[config.mk]
export PLATFORM = sky130hd
export DESIGN_NAME = rbst_merge
export DESIGN_NICKNAME = d
export VERILOG_FILES = /design/src/hdl/rbst_pkg.sv /design/src/hdl/rbst_merge.sv
export SDC_FILE = /design/constraint.sdc
export NUM_CORES = 1
export LEC_CHECK = 0
export BUFFER_PORTS_ARGS = -buffer_cell sky130_fd_sc_hd__buf_4
export CAP_MARGIN = 20
export CORE_ASPECT_RATIO = 1.4
export CORE_UTILIZATION = 30
export DETAILED_ROUTE_END_ITERATION = 12
export HOLD_SLACK_MARGIN = 0.08
export SETUP_SLACK_MARGIN = 0.3
export SLEW_MARGIN = 20
export SYNTH_ARGS = -nofsm -noshare
export SYNTH_HDL_FRONTEND = slang
export SYNTH_SLANG_ARGS = --single-unit
export TNS_END_PERCENT = 100
[constraint.sdc]
create_clock -name clk -period 12.8 [get_ports clk]
set_clock_uncertainty 0.1 [all_clocks]
set_input_delay 3.84 -clock clk [delete_from_list [all_inputs] [get_ports clk]]
set_output_delay 3.84 -clock clk [all_outputs]
set_load 0.03 [all_outputs]
[src/hdl/rbst_pkg.sv]
// types, constants and helper functions for the ray/box slab test
// no dependencies; compiled before all other files
package rbst_pkg;

  localparam int CW = 32;           // coordinate width, signed fixed point
  localparam int PW = 2 * CW;       // full product width
  localparam int NUM_AXES = 3;
  localparam int NUM_REGS = 7;
  localparam int REG_IDX_W = $clog2(NUM_REGS);
  localparam int IN_BITS = 2 * NUM_AXES * CW;
  localparam int OUT_RAW_BITS = 2 * CW + 1;
  localparam int OUT_BITS = ((OUT_RAW_BITS + 7) / 8) * 8;
  localparam int PAD_BITS = OUT_BITS - OUT_RAW_BITS;

  typedef logic signed [CW-1:0] coord_t;
  typedef coord_t [NUM_AXES-1:0] vec3_t;

  localparam coord_t COORD_MAX = {1'b0, {(CW-1){1'b1}}};
  localparam coord_t COORD_MIN = {1'b1, {(CW-1){1'b0}}};

  typedef enum logic [REG_IDX_W-1:0] {
    REG_ORIGIN_X  = 3'd0,
    REG_ORIGIN_Y  = 3'd1,
    REG_ORIGIN_Z  = 3'd2,
    REG_INV_DIR_X = 3'd3,
    REG_INV_DIR_Y = 3'd4,
    REG_INV_DIR_Z = 3'd5,
    REG_SIGN_BITS = 3'd6
  } reg_idx_t;

  // input beat: lower corner in the low half, axis x lowest
  typedef struct packed {
    vec3_t box_max;
    vec3_t box_min;
  } box_t;

  // per-axis entry and exit values
  typedef struct packed {
    vec3_t far_t;
    vec3_t near_t;
  } slab_t;

  // output beat: hit in bit 0
  typedef struct packed {
    logic [PAD_BITS-1:0] pad;
    coord_t              far_distance;
    coord_t              near_distance;
    logic                hit;
  } result_t;

  function automatic coord_t sat_sub(coord_t a, coord_t b);
    logic [CW:0] d;
    d = {a[CW-1], a} - {b[CW-1], b};
    if (d[CW] != d[CW-1]) begin
      sat_sub = d[CW] ? COORD_MIN : COORD_MAX;
    end else begin
      sat_sub = d[CW-1:0];
    end
  endfunction

endpackage

[src/hdl/rbst_merge.sv]
// pipeline stages 4 and 5: intersects x with y, then with z, and builds
// the output beat; depends on rbst_pkg
module rbst_merge (
  input  logic              clk,
  input  logic              rst,
  input  logic              in_valid,
  output logic              in_ready,
  input  rbst_pkg::slab_t   scaled,
  output logic              out_valid,
  input  logic              out_ready,
  output rbst_pkg::result_t result
);
  import rbst_pkg::*;

  logic    xy_valid;
  logic    xy_ready;
  logic    xy_miss;
  coord_t  xy_tmin;
  coord_t  xy_tmax;
  coord_t  z_lo;
  coord_t  z_hi;
  logic    xy_miss_next;
  coord_t  xy_tmin_next;
  coord_t  xy_tmax_next;
  logic    miss_z;
  coord_t  tmin_z;
  coord_t  tmax_z;
  result_t result_next;

  always_comb begin
    xy_miss_next = ($signed(scaled.near_t[0]) > $signed(scaled.far_t[1])) ||
                   ($signed(scaled.near_t[1]) > $signed(scaled.far_t[0]));
    xy_tmin_next = ($signed(scaled.near_t[1]) > $signed(scaled.near_t[0])) ?
                   scaled.near_t[1] : scaled.near_t[0];
    xy_tmax_next = ($signed(scaled.far_t[1]) < $signed(scaled.far_t[0])) ?
                   scaled.far_t[1] : scaled.far_t[0];
  end

  assign xy_ready = !out_valid || out_ready;
  assign in_ready = !xy_valid || xy_ready;

  always_ff @(posedge clk) begin
    if (rst) begin
      xy_valid <= 1'b0;
    end else if (in_ready) begin
      xy_valid <= in_valid;
    end
  end

  always_ff @(posedge clk) begin
    if (in_valid && in_ready) begin
      xy_miss <= xy_miss_next;
      xy_tmin <= xy_tmin_next;
      xy_tmax <= xy_tmax_next;
      z_lo    <= scaled.near_t[2];
      z_hi    <= scaled.far_t[2];
    end
  end

  always_comb begin
    miss_z = xy_miss || ($signed(xy_tmin) > $signed(z_hi)) ||
             ($signed(z_lo) > $signed(xy_tmax));
    tmin_z = ($signed(z_lo) > $signed(xy_tmin)) ? z_lo : xy_tmin;
    tmax_z = ($signed(z_hi) < $signed(xy_tmax)) ? z_hi : xy_tmax;
    result_next = '0;
    // a hit also needs the exit point not behind the origin
    if (!miss_z && !tmax_z[CW-1]) begin
      result_next.hit           = 1'b1;
      result_next.near_distance = tmin_z;
      result_next.far_distance  = tmax_z;
    end
  end

  always_ff @(posedge clk) begin
    if (rst) begin
      out_valid <= 1'b0;
    end else if (xy_ready) begin
      out_valid <= xy_valid;
    end
  end

  always_ff @(posedge clk) begin
    if (xy_valid && xy_ready) begin
      result <= result_next;
    end
  end

endmodule

=== Yosys cells after proc, flatten, opt, wreduce, memory -nomap -nowiden ===
Index checks and enable logic that the tools add are counted.

* Output and inout port bits: 74
* Register bits after elaboration: 196
* Logic and storage cells: 35

* Order comparisons: 8
* Reductions and logical operators: 12
* Mux-type cells: 5

{| class="wikitable"
|+ Operator list
! cell !! number
|-
| $gt A32 B32 Y1 || 6
|-
| $mux W32 || 4
|-
| $lt A32 B32 Y1 || 2
|-
| $logic_or A1 B1 Y1 || 5
|-
| $logic_not A1 Y1 || 4
|-
| $logic_and A1 B1 Y1 || 3
|-
| $mux W1 || 1
|}

=== Depth between registers and ports, before layout ===
* Depth in word-level cells: 6
* Gate-level depth with buffers: 12
* Gate-level depth less buffers: 10

=== Worst setup path after synthesis ===
Ideal clock, no wire load.

* Kind: in2out
* Start: input out_ready
* End: output in_ready
* Path slack: 4.598 ns
* Cell stages on the path: 2
* Arrival: 4.262 ns
* Cells stage by stage: nor2b_1 nand2_1

* Cells in the longest elaborated chain, start to end: 2

{| class="wikitable"
|+ RTL lines
! what !! line !! RTL
|-
| start, declared || rbst_merge.sv:10 || <nowiki>input logic out_ready,</nowiki>
|-
| $logic_or A1 B1 Y1 || rbst_merge.sv:39 || <nowiki>assign xy_ready = !out_valid || out_ready;</nowiki>
|-
| $logic_or A1 B1 Y1 || rbst_merge.sv:40 || <nowiki>assign in_ready = !xy_valid || xy_ready;</nowiki>
|-
| end, declared || rbst_merge.sv:7 || <nowiki>output logic in_ready,</nowiki>
|}

Every way passes these cells.

=== Worst setup path after layout ===
Ends and elaborated chain as after synthesis.

==> results.sh <==
export IMPL_status="finished clean"
export IMPL_synth_cells=1462
export IMPL_drcViolationCount=0
export IMPL_worst_pin_slew_ps=1090
export IMPL_drive_gt1_frac=0.200
export IMPL_total_power_mw=1.92
export IMPL_synth_seq_cells=196
export IMPL_yosysMostFrequentCell="ha_1"
export IMPL_grtUsageTotal=0.193
export IMPL_clkSlewWorstSetupHoldPaths_ps=70
export IMPL_crit_arrival_ps=4570
export IMPL_grt_pass1_wl_microns=71600
export IMPL_synth_xor_area_frac=0
export IMPL_finalHoldViolCount=0
export IMPL_cts_setup_buffers=0
export IMPL_synth_warnings=0
export IMPL_gp_congestion=0.914
export IMPL_synth_edff_count=194
export IMPL_wl_per_cell_microns=20.4
export IMPL_initial_utilization=0.306
export IMPL_drt_wl_total_microns=47900
export IMPL_synth_async_sr_flop_share=0
export IMPL_report_final_setup_viol=0
export IMPL_io_pins=270
export IMPL_dp_cells=2319
export IMPL_clk_latency_ps=460
export IMPL_yosys_mux_area_fraction=0.0678
export IMPL_area_delta_synth_final_pct=21.8
export IMPL_timing_final_max_slew_violations=0
export IMPL_die_h_microns=264
export IMPL_ys_seq_area_frac=0.398
export IMPL_synth_area_per_cell_sq_um=10.1
export IMPL_first_global_vias=12400
export IMPL_design_area_sq_mm=0.0180
export IMPL_end_kind="output pin"
export IMPL_worst_ir_drop_vdd_uv=86.5
export IMPL_cts_root_buf="clkbuf_16"
export IMPL_cp_start_kind="input pin"
export IMPL_cts_htree_levels=4
export IMPL_fin_crit_sh=0.665
export IMPL_synth_top_family_by_area="adder cells"
export IMPL_hpwlAfterDp_microns=39400
export IMPL_max_freq_mhz=117
export IMPL_yosys_area_top_type="edfxtp_1"
export IMPL_antenna_found_initial=1
export IMPL_synthAdderAreaFrac=0.215
export IMPL_overflow=0
export IMPL_synth_compound_area_frac=0.138
export IMPL_cap_viol_max_count=0
export IMPL_place_area_sq_mm=0.0174
export IMPL_required_ps=8860
export IMPL_synth_top_area_frac=0.395
export IMPL_slew_limit_headroom=0.270
export IMPL_drtIter0Drc=713
export IMPL_fin_nets=2158
export IMPL_drt_pass1_iterations=5
export IMPL_yosys_area_share_simple=0.110
export IMPL_vias=12100
export IMPL_die_area_sq_mm=0.0501
export IMPL_power_leakage_nw=8.38
export IMPL_grt_start_max_net_pins=71
export IMPL_synth_area_leaders="edfxtp_1, ha_1, inv_1, mux2i_1, a21oi_1"
export IMPL_port_buffers=262
export IMPL_power_density_mw_per_mm2=107
export IMPL_stdcell_count=2352
export IMPL_rsz0062_at_grt="false"
export IMPL_cp_max_fo=4
export IMPL_num_rows=95
export IMPL_hold_buffers=0
export IMPL_synth_commonest_cells="ha_1, inv_1, edfxtp_1, a21oi_1, nand2_1"
export IMPL_ys_flop_type="edfxtp_1"
export IMPL_fin_tns_setup_ps=0
export IMPL_ys_types=60
export IMPL_numCtsBuffers=17
export IMPL_cts_resized=0
export IMPL_core_area_sq_mm=0.0483
export IMPL_dieWidth_microns=189
export IMPL_path_class="in2out"
export IMPL_hold_path_class="reg2reg"
export IMPL_ant_nets=0
export IMPL_numClockSinks=196
export IMPL_syn_area_sq_mm=0.0148
export IMPL_cts_buffer_depth=2
export IMPL_min_period_ps=8510
export IMPL_viasPerCell=5.14
export IMPL_cts_tree="done"
-- power breakdown --
part | switching, mW | total, mW | internal [mW]
Sequential | 0.0457 | 0.813 | 0.767
Combinational | 0.322 | 0.560 | 0.238
Clock | 0.257 | 0.546 | 0.289
-- placed cells by master, fill, tap and decap left out, types with 48 or more instances in the layout --
cell,n
buf_4,273
ha_1,253
inv_1,206
edfxtp_1,194
a21oi_1,108
nand2_1,102
nor2_1,94
nand4_1,83
mux2i_1,64
a21o_1,48
-- layout make-up --
type | count | area, sq um
Clock inverter | 11 | 126
Fill cell | 4938 | 30300
Inverter | 207 | 777
Multi-Input combinational cell | 1013 | 7930
Sequential cell | 196 | 5870
Clock buffer | 21 | 440
Tap cell | 630 | 788
Antenna cell | 1 | 2.50
Timing Repair Buffer | 273 | 2050
-- per-stage QoR --
stage                     hold WS, ps  setup slack, ps  utilization
final                             415             4290        0.372
after global routing              464             4200        0.372
after CTS                         421             4300        0.372
after detailed placement          408             4300        0.361
after global placement            411             4300        0.361
after floorplan                   378             4600            -
-- worst max-delay path, stage by stage --
cell and delay (ps):
buf_4 110, nor2b_1 310, nand2_1 130, buf_4 190
-- cells by family after synthesis --
| group | Yosys count |
|---|---|
| and+or+nand+nor | 339 |
| AOI/OAI and AO/OA | 316 |
| buffers and inverters | 260 |
| adders and majority gates | 254 |
| DFF | 196 |
| muxes | 96 |
| other | 1 |
-- layer usage --
layer	up-vias	wire length, microns	GRT usage
met2	349	24400	0.344
met4	0	1980	0.0931
met1	5798	19600	0.225
met5	-	0	0
met3	76	2040	0.0266
li1	5875	-	-
-- registers in the layout (all words and copies together) (netlist names) --
register / count
z_hi: 32
xy_valid: 1
xy_tmin: 32
result: 65
xy_miss: 1
xy_tmax: 32
out_valid: 1
z_lo: 32
-- path summary, 6_finish.rpt --
path	slack, ps	end	cells past startpoint	start
worst max-delay path	4290	in_ready	4	out_ready
worst min-delay path	410	out_valid$_SDFFE_PP0P_	2	xy_valid$_SDFFE_PP0N_
worst max register to register	8580	result[31]$_SDFFCE_PN0P_	10	xy_tmin[31]$_DFFE_PP_
worst min register to register	410	out_valid$_SDFFE_PP0P_	2	xy_valid$_SDFFE_PP0N_
No activity file was read; power rests on OpenSTA's default activity.
